File: config.mk
export PLATFORM = sky130hd
export DESIGN_NAME = crc_front
export DESIGN_NICKNAME = d
export VERILOG_FILES = /design/src/design/crc_pkg.sv /design/src/design/crc_front.sv
export SDC_FILE = /design/constraint.sdc
export NUM_CORES = 1
export LEC_CHECK = 0
export ABC_AREA = 1
export BUFFER_PORTS_ARGS = -buffer_cell sky130_fd_sc_hd__buf_4
export CORE_MARGIN = 2
export CORE_UTILIZATION = 52
export DETAILED_ROUTE_END_ITERATION = 12
export HOLD_SLACK_MARGIN = 0.05
export PLACE_DENSITY = 0.82
export SYNTH_ARGS = -nofsm -noshare
export SYNTH_HDL_FRONTEND = slang
export SYNTH_SLANG_ARGS = --single-unit
File: constraint.sdc
create_clock -name clk_i -period 6.14 [get_ports clk_i]
set_input_delay 0.307 -clock clk_i [delete_from_list [all_inputs] [get_ports clk_i]]
set_output_delay 0.307 -clock clk_i [all_outputs]
set_load 0.1 [all_outputs]
File: src/design/crc_pkg.sv
package crc_pkg;

  localparam int unsigned MAX_SIDE    = 256;
  localparam int unsigned FRAC_BITS   = 8;
  localparam int unsigned SIDE_W      = $clog2(MAX_SIDE);
  localparam int unsigned ADDR_W      = 2 * SIDE_W;
  localparam int unsigned COORD_W     = 20;
  localparam int unsigned SQ_W        = 2 * COORD_W;
  localparam int unsigned SUM_W       = SQ_W + 1;
  localparam int unsigned SIZE_W      = 9;
  localparam int unsigned CHAR_W      = 8;
  localparam int unsigned CFG_IDX_W   = 2;
  localparam int unsigned QUEUE_DEPTH = 2;
  localparam int unsigned QPTR_W      = $clog2(QUEUE_DEPTH);
  localparam int unsigned QCNT_W      = $clog2(QUEUE_DEPTH + 1);

  localparam logic [CFG_IDX_W-1:0] CFG_WIDTH  = 2'd0;
  localparam logic [CFG_IDX_W-1:0] CFG_HEIGHT = 2'd1;
  localparam logic [CFG_IDX_W-1:0] CFG_BG     = 2'd2;

  localparam logic [SIZE_W-1:0] SIZE_RESET = SIZE_W'(MAX_SIDE);
  localparam logic [CHAR_W-1:0] BG_RESET   = 8'd32;

  localparam logic OP_DRAW = 1'b0;
  localparam logic OP_READ = 1'b1;

  localparam logic [1:0] STATUS_OK         = 2'd0;
  localparam logic [1:0] STATUS_BAD_RADIUS = 2'd1;
  localparam logic [1:0] STATUS_BLOCKED    = 2'd2;

  typedef enum logic [1:0] {
    CLS_DRAW,
    CLS_READ,
    CLS_REJECT,
    CLS_BLOCKED
  } cls_e;

  typedef enum logic [2:0] {
    ST_CLEAR,
    ST_IDLE,
    ST_SETUP,
    ST_SWEEP,
    ST_DRAIN,
    ST_READ
  } st_e;

  typedef struct packed {
    logic                      operation;
    logic                      filled;
    logic signed [COORD_W-1:0] ctr_x;
    logic signed [COORD_W-1:0] ctr_y;
    logic signed [COORD_W-1:0] radius;
    logic [CHAR_W-1:0]         paint_char;
    logic [SIDE_W-1:0]         pixel_x;
    logic [SIDE_W-1:0]         pixel_y;
  } in_word_t;

  typedef struct packed {
    logic [CHAR_W-1:0] pixel_value;
    logic [1:0]        status;
  } out_word_t;

  typedef struct packed {
    cls_e                      cls;
    logic                      filled;
    logic signed [COORD_W-1:0] ctr_x;
    logic signed [COORD_W-1:0] ctr_y;
    logic signed [COORD_W-1:0] radius;
    logic [CHAR_W-1:0]         paint_char;
    logic [SIDE_W-1:0]         pixel_x;
    logic [SIDE_W-1:0]         pixel_y;
  } q_entry_t;

  typedef struct packed {
    logic [SIZE_W-1:0] width;
    logic [SIZE_W-1:0] height;
    logic [CHAR_W-1:0] bg;
  } cfg_t;

  typedef struct packed {
    logic pop;
    logic clearing;
  } back_stat_t;

endpackage

File: src/design/crc_front.sv
module crc_front (
  input  logic                clk_i,
  input  logic                rst_ni,
  input  logic                in_valid_i,
  output logic                in_ready_o,
  input  crc_pkg::in_word_t   in_word_i,
  input  crc_pkg::back_stat_t stat_i,
  output crc_pkg::q_entry_t   head_o,
  output logic                head_valid_o
);
  import crc_pkg::*;

  q_entry_t          queue_q [QUEUE_DEPTH];
  logic [QPTR_W-1:0] wr_ptr_q, wr_ptr_d;
  logic [QPTR_W-1:0] rd_ptr_q, rd_ptr_d;
  logic [QCNT_W-1:0] count_q, count_d;
  logic              err_q, err_d;
  logic              accept;
  logic              bad_radius;
  q_entry_t          entry;

  assign in_ready_o   = (count_q != QCNT_W'(QUEUE_DEPTH)) && !stat_i.clearing;
  assign accept       = in_valid_i && in_ready_o;
  assign head_valid_o = (count_q != '0);
  assign head_o       = queue_q[rd_ptr_q];
  assign bad_radius   = in_word_i.radius[COORD_W-1] || (in_word_i.radius == '0);

  always_comb begin
    entry.filled     = in_word_i.filled;
    entry.ctr_x      = in_word_i.ctr_x;
    entry.ctr_y      = in_word_i.ctr_y;
    entry.radius     = in_word_i.radius;
    entry.paint_char = in_word_i.paint_char;
    entry.pixel_x    = in_word_i.pixel_x;
    entry.pixel_y    = in_word_i.pixel_y;
    if (err_q) begin
      entry.cls = CLS_BLOCKED;
    end else if (in_word_i.operation == OP_READ) begin
      entry.cls = CLS_READ;
    end else if (bad_radius) begin
      entry.cls = CLS_REJECT;
    end else begin
      entry.cls = CLS_DRAW;
    end
  end

  always_comb begin
    err_d    = err_q;
    wr_ptr_d = wr_ptr_q;
    rd_ptr_d = rd_ptr_q;
    count_d  = count_q;
    if (accept) begin
      if (entry.cls == CLS_REJECT) begin
        err_d = 1'b1;
      end
      wr_ptr_d = (wr_ptr_q == QPTR_W'(QUEUE_DEPTH - 1)) ? '0 : wr_ptr_q + 1'b1;
    end
    if (stat_i.pop) begin
      rd_ptr_d = (rd_ptr_q == QPTR_W'(QUEUE_DEPTH - 1)) ? '0 : rd_ptr_q + 1'b1;
    end
    if (accept && !stat_i.pop) begin
      count_d = count_q + 1'b1;
    end else if (!accept && stat_i.pop) begin
      count_d = count_q - 1'b1;
    end
  end

  always_ff @(posedge clk_i or negedge rst_ni) begin
    if (!rst_ni) begin
      err_q    <= 1'b0;
      wr_ptr_q <= '0;
      rd_ptr_q <= '0;
      count_q  <= '0;
    end else begin
      err_q    <= err_d;
      wr_ptr_q <= wr_ptr_d;
      rd_ptr_q <= rd_ptr_d;
      count_q  <= count_d;
    end
  end

  always_ff @(posedge clk_i) begin
    if (accept) begin
      queue_q[wr_ptr_q] <= entry;
    end
  end

endmodule

==> impl_summary.md, run 1 <==
STA
The pin slew with the least headroom to its limit is 1.054 ns. Across the routed clock network, the largest skew measured is 0.007384 ns. The worst relative slew slack is 29.54%. The final count of pins violating max slew is 0.

The final number of hold-violating endpoints is 0. Setup repair after global routing left no endpoint under its margin. The total setup violations reported at the end of the flow is 0. The maximum clock frequency is 342.7 MHz.

In the finished design, the share of the clock period the worst path needs comes to a little under half. Subtracting the final worst setup slack from the clock period gives 2.918 ns.

Die
The standard-cell row count is 41. The horizontal die dimension is 117.4 um. The die outline height is 117.4 um. For this configuration, the core starts out at a cell density of 53.16%. The die covers 13770 um^2. The floorplan core area is 12570 um^2. The I/O pin count is 180.

Worst setup path
The depth of the worst register-to-register path is 5. The critical path buffer and inverter count is 2. In this run the worst setup path begins at rd_ptr_q. The reg2reg setup slack is 3.25 ns. The worst-path cell with the longest stage delay is sky130_fd_sc_hd__dfrtp_4.

The largest fanout on the critical path is 51. The endpoint identified for the worst register-to-register timing path is queue_q[1][61]. The worst endpoint required time is 5.83 ns. STA classifies the critical path startpoint as a flop. The most critical setup path has its endpoint at head_o[9].

The setup path with the least slack is of type flop to primary output. The kind of end point of the critical path is a primary output. Broken down by cell family, the worst path's largest delay share belongs to buffers and inverters.

The largest incremental delay on the critical path is 0.81 ns. Traced cell by cell, the critical path runs through buf_4, mux2_2, buf_4. The cell that appears most often on the critical path is sky130_fd_sc_hd__buf_4. The launch point of the worst reg-to-reg path is count_q[0]. The logic depth of the worst path, buffers included is 3. The arrival time reported for the critical path endpoint is 2.61 ns.

Finish
The area growth from synthesis to layout is 31.48%. The count of antenna diodes in the layout is 0. At the end of the flow the core is filled with cells to 69.90%. The finished cells cover 8785 um^2.

The layout cell share with drive strength beyond 1 is 55.92%. The number of nets in the final layout is 607.

Route
The first detailed-routing pass ran for 4 iterations. The via-per-instance ratio is between 4 and 5. The number of routed nets with antenna violations is 0. Dividing the detail-routed wire length by the instance count gives 17.65 um. In the routed design, unresolved DRC markers number 0. Detailed routing inserted a total of approximately 3500 vias. The total wire length is approximately 12 mm. The number of DRC markers in iteration 0 is 216.

GRT
Global routing used 6.907% of the available met3 tracks. For this run, the total global-route usage over all layers was measured as 18.19%. The via count of the first global-routing pass came to 3662. The pin count of the biggest net entering global routing is 57.

The initial antenna violation count is 0. The met2 usage in global routing is 29.39%. The global routing stage identified its most utilized layer as met2. The first global-routing pass estimated 18.98 mm of wire.

The met1 capacity usage during global routing is 21.63%. The overall overflow remaining after global route is 0.

CTS
The total number of H-tree levels is 4. The count of clock tree sinks is 179. The CTS tree is yes. In this run, post-CTS hold repair placed 2 buffers.

The clock-pin slew on the worst setup and hold paths is around 0.060 ns. The clock root buffer is sky130_fd_sc_hd__clkbuf_16. The clock passes through at most 2 buffers. The number of CTS-inserted buffers is 17.

The number of gates resized after CTS is 0. Buffers added to address setup during post-CTS repair amount to 0. The later pin in the worst-skew pair is clocked with a latency of 0.42 ns.

Yosys
For this run, the number of Yosys warnings is 0. The net count after synthesis is around 410. Counting flops with a built-in enable in the synthesized netlist gives 174. After synthesis, flip-flops and latches occupy 80.07% of the total area. The count of cell types in the netlist is 17. The cell area after technology mapping is 6681 um^2. Among all cell types in the netlist, the one instantiated most often is sky130_fd_sc_hd__edfxtp_1. The share of async-settable or async-resettable flops after synthesis is 2.793%. The largest total area in the synthesized netlist belongs to sky130_fd_sc_hd__edfxtp_1.

By area the synthesized netlist is led by sky130_fd_sc_hd__edfxtp_1 (78%), sky130_fd_sc_hd__mux2_2 (11%), sky130_fd_sc_hd__mux2_4 (4.5%), sky130_fd_sc_hd__dfrtp_1 (1.9%), sky130_fd_sc_hd__nor2_1 (0.73%). For this run, the leading register cell type out of synthesis is sky130_fd_sc_hd__edfxtp_1. Averaged over all synthesized cells, the footprint is 20.94 um^2.

In this run the biggest area consumer among cell types represents 78.20% of the synthesized area. The synthesized design contains between 150 and 200 register bits. Sorting the synthesized cells by how often they occur yields sky130_fd_sc_hd__edfxtp_1 (174), sky130_fd_sc_hd__mux2_2 (67), sky130_fd_sc_hd__mux2_4 (20), sky130_fd_sc_hd__nor2_1 (13), sky130_fd_sc_hd__nand2_1 (10). The synthesized netlist cell count is 319.

Place
The placer congestion estimate is 0.7191. Port buffering added 179 buffers. The post-DP HPWL is a little over 8 mm. The cell area reported after detailed placement is 8207 um^2.

Worst hold path
The launch point of the worst hold path is in_word_i[66]. The kind of path behind the tightest hold check is input pin to flop.

Job
The tool flagged a number of max-cap violations equal to 0.

Outcome
The run finished with clean final reports.
-- cells in the final DEF, fill, tap and decap left out, types with 3 or more instances in the layout --
cell                            count
sky130_fd_sc_hd__nor2_1            11
sky130_fd_sc_hd__xor2_1             3
sky130_fd_sc_hd__edfxtp_1         174
sky130_fd_sc_hd__clkbuf_16         17
sky130_fd_sc_hd__clkbuf_1           4
sky130_fd_sc_hd__buf_4            182
sky130_fd_sc_hd__dlygate4sd3_1      5
sky130_fd_sc_hd__nand2_1           10
sky130_fd_sc_hd__inv_1              9
sky130_fd_sc_hd__mux2_2            67
sky130_fd_sc_hd__dfrtp_1            4
sky130_fd_sc_hd__clkinv_1           3
sky130_fd_sc_hd__mux2_4            20
-- flip-flops by register name, summed over array words and instances (netlist names) --
name,flops
count_q,2
rd_ptr_q,1
wr_ptr_q,1
err_q,1
queue_q,174
-- metal layers --
metal	vias up	routed length, um
li1	1618	-
met2	138	6110
met1	1688	4934
met5	-	0
met3	23	930
met4	0	308
-- cell families after synthesis --
kind of cell | after synthesis | synth area share (%)
compound gates | 4 | 0.3371
xor+xnor | 4 | 0.5244
fa+ha+maj | 1 | 0.1872
buf+inv | 19 | 1.629
flops | 179 | 80.07
mux | 87 | 15.79
simple gates | 25 | 1.461
-- through the flow --
stage | cells | hold WS, ns | TNS (ns) | setup WS (ns)
after floorplan | 319 | 0.01141 | -76.93 | -0.4421
after global placement | 663 | 0.1129 | 0 | 3.330
after detailed placement | 663 | 0.1162 | 0 | 3.226
after CTS | 693 | 0.05077 | 0 | 3.190
after global routing | 696 | 0.05010 | 0 | 3.039
final | 696 | 0.06770 | 0 | 3.222
-- how the worst min path moves through the flow --
stage / endpoint / depth (start not counted) / slack [ns]
2_1_floorplan: count_q[0] / 0 / 0.01
3_3_place_gp: rd_ptr_q / 1 / 0.11
3_5_place_dp: err_q / 1 / 0.12
4_1_cts: queue_q[0][12] / 1 / 0.05
5_1_grt: queue_q[1][66] / 1 / 0.05
6_report: queue_q[1][66] / 1 / 0.07
-- worst reg2reg max path: stages, from the launching register on --
cell and delay, ns:
sky130_fd_sc_hd__dfrtp_1 0.37, sky130_fd_sc_hd__inv_1 0.08, sky130_fd_sc_hd__a21oi_1 0.19, sky130_fd_sc_hd__nand2_1 0.25, sky130_fd_sc_hd__nor2_4 0.87, sky130_fd_sc_hd__buf_4 0.72
-- layout make-up --
type / count / area (um^2)
Multi-Input combinational cell: 121 / 1237
Inverter: 9 / 33.78
Timing Repair Buffer: 187 / 1416
Clock buffer: 21 / 440.4
Tap cell: 172 / 215.2
Clock inverter: 7 / 87.58
Sequential cell: 179 / 5354
Fill cell: 848 / 3784
Power of run 1 is left out: the tool's default activity adds up to more than one toggle a clock period on the data nets, which glitch-free logic cannot reach.
==> inputs of run 2 (changes only) <==
- CORE_UTILIZATION: 52 -> 47
- PLACE_DENSITY: 0.82 -> 0.78
- clock period: 6.14 -> 2.5 ns (I/O delays scaled with it)
==> run 2 against run 1 <==
  * Die area rose by 10%
  * Cell count is 15% higher
  * Wire length up 12%
  * Worst hold slack worse by 0.014 ns
  * Critical path type unchanged
  * Critical endpoint is now head_o[0]
  * Highest routed layer unchanged
==> impl_summary.md, run 2 (same netlist as run 1, synthesis figures left out) <==
Outcome
The run finished with clean final reports.

Finish
The final-layout fill cell count was 882 (+4.0%). In the layout the commonest cells are sky130_fd_sc_hd__buf_4 (182), sky130_fd_sc_hd__edfxtp_1 (174), sky130_fd_sc_hd__dlygate4sd3_1 (90). The most frequent standard cell in the layout excluding fill and tap cells is sky130_fd_sc_hd__buf_4. Relative to the synthesized area, the layout overhead comes to 46.78%. The utilization after layout is 70.65% (+0.76 points).

The number of nets in the final layout is 696 (+15%). In the final layout, the registers with the most flip-flops are queue_q: 174 flops, count_q: 2 flops. The flip-flop count of the largest register, all copies and words added is 174 (unchanged). The post-route cell area is 9807 um^2 (+12%).

The register ranked first by flip-flop count is queue_q. The layout cell share with drive strength beyond 1 is 49.76% (-6.2 points). The number of standard cells in the final layout excluding fillers is 797 (+15%). The count of antenna diodes in the layout is 0 (unchanged).

Die
The initial cell density of the core is 48.13% (-5.0 points). The floorplan core area is 13880 um^2 (+10%). The die outline height came to 123.2 um (+5.0%). The standard-cell row count is 43 (+4.9%). The floorplan die area was 15190 um^2 (+10%). The horizontal die dimension is 123.2 um (+5.0%). The I/O pin count is 180 (unchanged).

CTS
The CTS tree is yes. The count of clock tree sinks was 179 (unchanged). The worst-case clock buffer depth is 2 (unchanged).

The later-pin clock latency in the skew report is 0.42 ns (about the same). The number of CTS-inserted buffers is 17 (unchanged). The clock-pin slew on the worst setup and hold paths was 0.06 ns (about the same).

The tree is rooted in a sky130_fd_sc_hd__clkbuf_16. The number of gates resized after CTS is 0 (unchanged). The total number of H-tree levels is 4 (unchanged).

STA
The final number of hold-violating endpoints came to 0 (unchanged). In the finished design, the share of the clock period the worst path needs comes to between 80% and 90%. The worst relative slew slack is 63.11% (+34 points). The final worst setup slack is 0.2632 ns (-2.959 ns). The total setup violations reported at the end of the flow is 0 (unchanged). The final count of pins violating max slew is 0 (unchanged). The final critical path time including I/O delays and setup is approximately 2.2 ns. Static timing analysis puts the maximum clock frequency at 447.1 MHz. The largest clock skew in the final design came to 0.005930 ns (-0.001454 ns). The pin slew with the least headroom to its limit was 0.5534 ns (-0.5011 ns). Setup repair after global routing left no endpoint under its margin.

Route
The DRC violation count after routing is 0 (unchanged). The detailed-route wire length per cell is 17.21 um (-2.5%). The overall via count from detail_route was 3853 (+11%).

The first-pass iteration count of the detailed router is 4 (unchanged). The number of DRC markers in iteration 0 was 233 (+7.9%). The total wire length came to 13.72 mm (+12%). The via-per-instance ratio is 4.834 (-2.9%). The number of routed nets with antenna violations is 0 (unchanged).

Place
The pre-CTS setup slack is 0.6915 ns (-2.535 ns). The post-DP HPWL is 8.403 mm (+4.3%). The placer congestion estimate is 0.7467 (+3.8%). The cell area reported after detailed placement is 8315 um^2 (+1.3%). The instance count after placement with tap cells included was 675 (+1.8%). The number of port buffers was 179 (unchanged).

GRT
The initial antenna violation count is 0 (unchanged). The overall routing resource usage is 18.69% (+0.50 points). The via count of the first global-routing pass was 4201 (+15%). The overall overflow remaining after global route is 0 (unchanged). The first-pass GRT wire length is 20.80 mm (+9.6%). The pin count of the biggest net entering global routing is 88 (+54%).

Worst setup path
The worst-path cell with the longest stage delay is sky130_fd_sc_hd__dfrtp_4. The reg2reg setup slack was 0.83 ns (-2.42 ns). The kind of end point of the critical path is a primary output.

The most prevalent standard cell on the critical path is sky130_fd_sc_hd__buf_4. The largest fanout on the critical path is 33 (-35%). The arrival time reported for the critical path endpoint is 2.11 ns (-0.50 ns). The largest incremental delay on the critical path is 0.79 ns (-0.02 ns). The sort of element at the start of the critical path is a flop.

The worst setup path is of the flop to primary output kind. The worst endpoint required time is 2.38 ns (-3.45 ns). The signal on the critical path passes through buf_4, mux2_2, buf_4.

Worst hold path
The kind of path behind the tightest hold check is input pin to async pin.

Job
The max capacitance violation total came to 0 (unchanged).
-- run 2: cell count changes in the layout (fill, tap and decap cells not counted), moves of 2 or more --
cell,before,now
sky130_fd_sc_hd__clkbuf_1,4,1
sky130_fd_sc_hd__inv_6,0,2
sky130_fd_sc_hd__buf_12,0,4
sky130_fd_sc_hd__clkinv_2,0,2
sky130_fd_sc_hd__dlygate4sd3_1,5,90
-- run 2: metal layers --
metal,global-route usage (%),up-vias,wire (um)
met5,0,-,0
met4,7.670,0,260
met3,4.982,22,802
met2,33.69,144,7380
met1,20.88,1885,5273
li1,-,1802,-
-- run 2: path summary, 6_finish.rpt --
kind,start,endpoint,cells after the start
max in group asynchronous,rst_ni,rd_ptr_q,2
min in group clk_i,stat_i[0],wr_ptr_q,4
worst max register to register,count_q[0],queue_q[1][68],5
worst max-delay path,rd_ptr_q,head_o[0],3
worst min-delay path,rst_ni,err_q,2
worst min register to register,count_q[0],count_q[0],1
-- run 2: cell type report --
type	count	area (um^2)	area share [%]
sequential	179	5354	54.59
timing repair buffer	276	2347	23.93
tap	180	225.2	2.297
inverter	9	33.78	0.3445
multi-input combinational	121	1256	12.81
clock inverter	14	161.4	1.646
clock buffer	18	429.2	4.376
-- run 2: what timing repair did --
| item | CTS | global route |
|---|---|---|
| setup buffers | 0 | 0 |
| endpoints found under the hold margin | 180 | 0 |
| hold buffers | 90 | 0 |
-- run 2: metrics by stage --
| stage | setup TNS [ns] | hold WS (ns) |
|---|---|---|
| detailed placement | 0 | -0.06690 |
| global route | 0 | 0.05530 |
| global placement | 0 | -0.06777 |
| finish | 0 | 0.05388 |
| CTS | 0 | 0.05875 |
| floorplan | -76.22 | -0.1706 |
-- run 2: critical path, delay by kind of cell (launching register included) --
| kind | cells | cell delay (ns) |
|---|---|---|
| buffers and inverters | 2 | 0.54 |
| flip-flops | 1 | 0.79 |
| multiplexers | 1 | 0.36 |
Power of run 2 is left out for the same reason.
==> inputs of run 3 (changes only) <==
--- a/config.mk
+++ b/config.mk
@@ -8,4 +8,5 @@
 export ABC_AREA = 1
 export BUFFER_PORTS_ARGS = -buffer_cell sky130_fd_sc_hd__buf_4
+export CAP_MARGIN = 0
 export CORE_MARGIN = 2
 export CORE_UTILIZATION = 47
==> constraint.sdc (replaced) <==
create_clock -name clk_i -period 2.5 [get_ports clk_i]
set_input_delay 0.25 -clock clk_i [delete_from_list [all_inputs] [get_ports clk_i]]
set_output_delay 0.25 -clock clk_i [all_outputs]
set_load 0.1 [all_outputs]
==> run 3 against run 2 <==
  * Final area decreased by 0.64%
  * Global-route usage decreased by 0.74 points
  * Setup slack improved by 0.14 ns
  * Non-clock buffer count decreased by 4
  * Cell count is 0.63% lower
  * First-iteration DRC count grew 1.7%
  * Register-to-register slack lost 0.08 ns
  * Clock skew hardly changed
  * Wire length decreased by 3.7%
  * Worst hold slack improved by 0.091 ns
  * Largest cell class unchanged
==> impl_summary.md, run 3 (same netlist as run 1, synthesis figures left out) <==
GRT
The first-pass GRT wire length is 20.05 mm (-3.6%). The pin count of the biggest net entering global routing is 54 (-39%). The overall routing resource usage is 17.95% (-0.74 points). The initial antenna violation count is 0 (unchanged). The via count of the first global-routing pass is 4095 (-2.5%).

The overall overflow remaining after global route is 0 (unchanged).

Route
The first-pass iteration count of the detailed router came to 6 (+2). The number of DRC markers in iteration 0 came to 237 (+1.7%). The total wire length is 13.20 mm (-3.7%). The via-per-instance ratio is 4.891 (+1.2%). The overall via count from detail_route is 3874 (+0.55%). The DRC violation count after routing is 0 (unchanged). The number of routed nets with antenna violations was 0 (unchanged). The detailed-route wire length per cell is 16.67 um (-3.1%).

STA
The total setup violations reported at the end of the flow was 0 (unchanged). The final critical path time including I/O delays and setup is 2.101 ns (-0.1355 ns). The largest clock skew in the final design is 0.005669 ns (-0.0002606 ns). The worst relative slew slack is 64.49% (+1.4 points). The pin slew with the least headroom to its limit came to 0.5327 ns (-0.02068 ns).

The final worst-path cycle share came to 84.05% (-5.4 points). Setup repair after global routing left no endpoint under its margin. The final number of hold-violating endpoints was 0 (unchanged). The final count of pins violating max slew is 0 (unchanged). The maximum clock frequency came to 475.9 MHz (+6.5%).

Outcome
The flow ran to the end, and the final reports show no timing, DRC or antenna violations.

Place
The placer congestion estimate is 0.7292 (-2.3%). The number of port buffers is 179 (unchanged). The post-DP HPWL came to 7.914 mm (-5.8%).

CTS
The number of CTS-inserted buffers was 17 (unchanged). The number of gates resized after CTS came to 0 (unchanged). The CTS tree is yes.

Clock tree synthesis selected as its root buffer the cell sky130_fd_sc_hd__clkbuf_16. The worst-case clock buffer depth is 2 (unchanged). The clock-pin slew on the worst setup and hold paths came to 0.06 ns (about the same). The later-pin clock latency in the skew report is 0.41 ns (about the same). The total number of H-tree levels was 4 (unchanged). The count of clock tree sinks is 179 (unchanged).

Die
The die outline height is 123.2 um (unchanged). The standard-cell row count is 43 (unchanged). The floorplan die area is 15190 um^2 (unchanged). The initial cell density of the core is 48.13% (unchanged).

The horizontal die dimension is 123.2 um (unchanged). The I/O pin count is 180 (unchanged). The floorplan core area is 13880 um^2 (unchanged).

Job
The max capacitance violation total was 0 (unchanged).

Finish
The layout cell share with drive strength beyond 1 was 50.16% (+0.41 points). The most frequent standard cell in the layout excluding fill and tap cells is sky130_fd_sc_hd__buf_4. The number of nets in the final layout is 692 (-0.57%). The flip-flop count of the largest register, all copies and words added was 174 (unchanged). The area added between synthesis and finish is 45.84%. The register ranked first by flip-flop count is queue_q.

The count of antenna diodes in the layout is 0 (unchanged). The top cell types in the final layout, fill and taps aside, are sky130_fd_sc_hd__buf_4 (181), sky130_fd_sc_hd__edfxtp_1 (174), sky130_fd_sc_hd__dlygate4sd3_1 (87). The utilization after layout is 70.20% (-0.45 points). In the final layout, the registers with the most flip-flops are queue_q: 174 flops, count_q: 2 flops.

Worst setup path
The worst endpoint required time is 2.25 ns (-0.13 ns). The largest fanout on the critical path came to 53 (+61%). The path type of the worst setup path is flop to primary output. The arrival time reported for the critical path endpoint is 1.85 ns (-0.26 ns). The sort of element at the start of the critical path is a flop. The kind of end point of the critical path is a primary output.

Worst hold path
The kind of path behind the tightest hold check is input pin to flop.
==> run 3: critical path: stages, from the launching register on <==
cell and delay [ns]:
sky130_fd_sc_hd__dfrtp_4 0.44, sky130_fd_sc_hd__buf_12 0.32, sky130_fd_sc_hd__mux2_2 0.40, sky130_fd_sc_hd__buf_4 0.24
==> run 3: routing by layer <==
layer	routed length, um	vias up	GRT usage [%]	part of all wire, %
li1	-	1798	-	-
met1	5248	1922	20.62	40
met2	7021	136	31.59	53
met3	754	18	5.443	5.7
met4	178	0	6.676	1.3
met5	0	-	0	0
==> run 3: what timing repair did <==
item,in CTS,in global routing
setup endpoints to repair,0,0
buffers inserted,0,0
hold buffers,87,0
endpoints found under the hold margin,176,0
==> run 3: area by class of cell <==
type | instances | area (um^2)
clock buffer | 17 | 425.4
multi-input combinational | 121 | 1256
inverter | 9 | 33.78
clock inverter | 14 | 140.1
sequential | 179 | 5354
fill | 871 | 4136
tap | 180 | 225.2
timing repair buffer | 272 | 2310
==> run 3: path summary, 6_finish.rpt <==
| check | depth (start not counted) | startpoint | slack [ns] | to |
|---|---|---|---|---|
| setup / recovery | 3 | rd_ptr_q | 0.40 | head_o[85] |
| hold / removal | 3 | in_word_i[85] | 0.15 | queue_q[1][85] |
| setup reg to reg | 5 | count_q[0] | 0.75 | queue_q[0][5] |
| hold reg to reg | 1 | err_q | 0.49 | err_q |
| max in group asynchronous | 2 | rst_ni | 2.18 | rd_ptr_q |
| min in group asynchronous | 2 | rst_ni | 0.20 | wr_ptr_q |
==> run 3: through the flow <==
stage	setup slack, ns	hold WS, ns	setup TNS (ns)	std cells	area [um^2]
floorplan	-0.4493	-0.04559	-76.22	319	6715
global placement	0.8043	0.05721	0	674	8308
detailed placement	0.7617	0.05715	0	674	8308
CTS	0.3798	0.1242	0	792	9744
global route	0.3485	0.1440	0	792	9744
finish	0.3987	0.1452	0	792	9744
Power of run 3 is left out for the same reason.
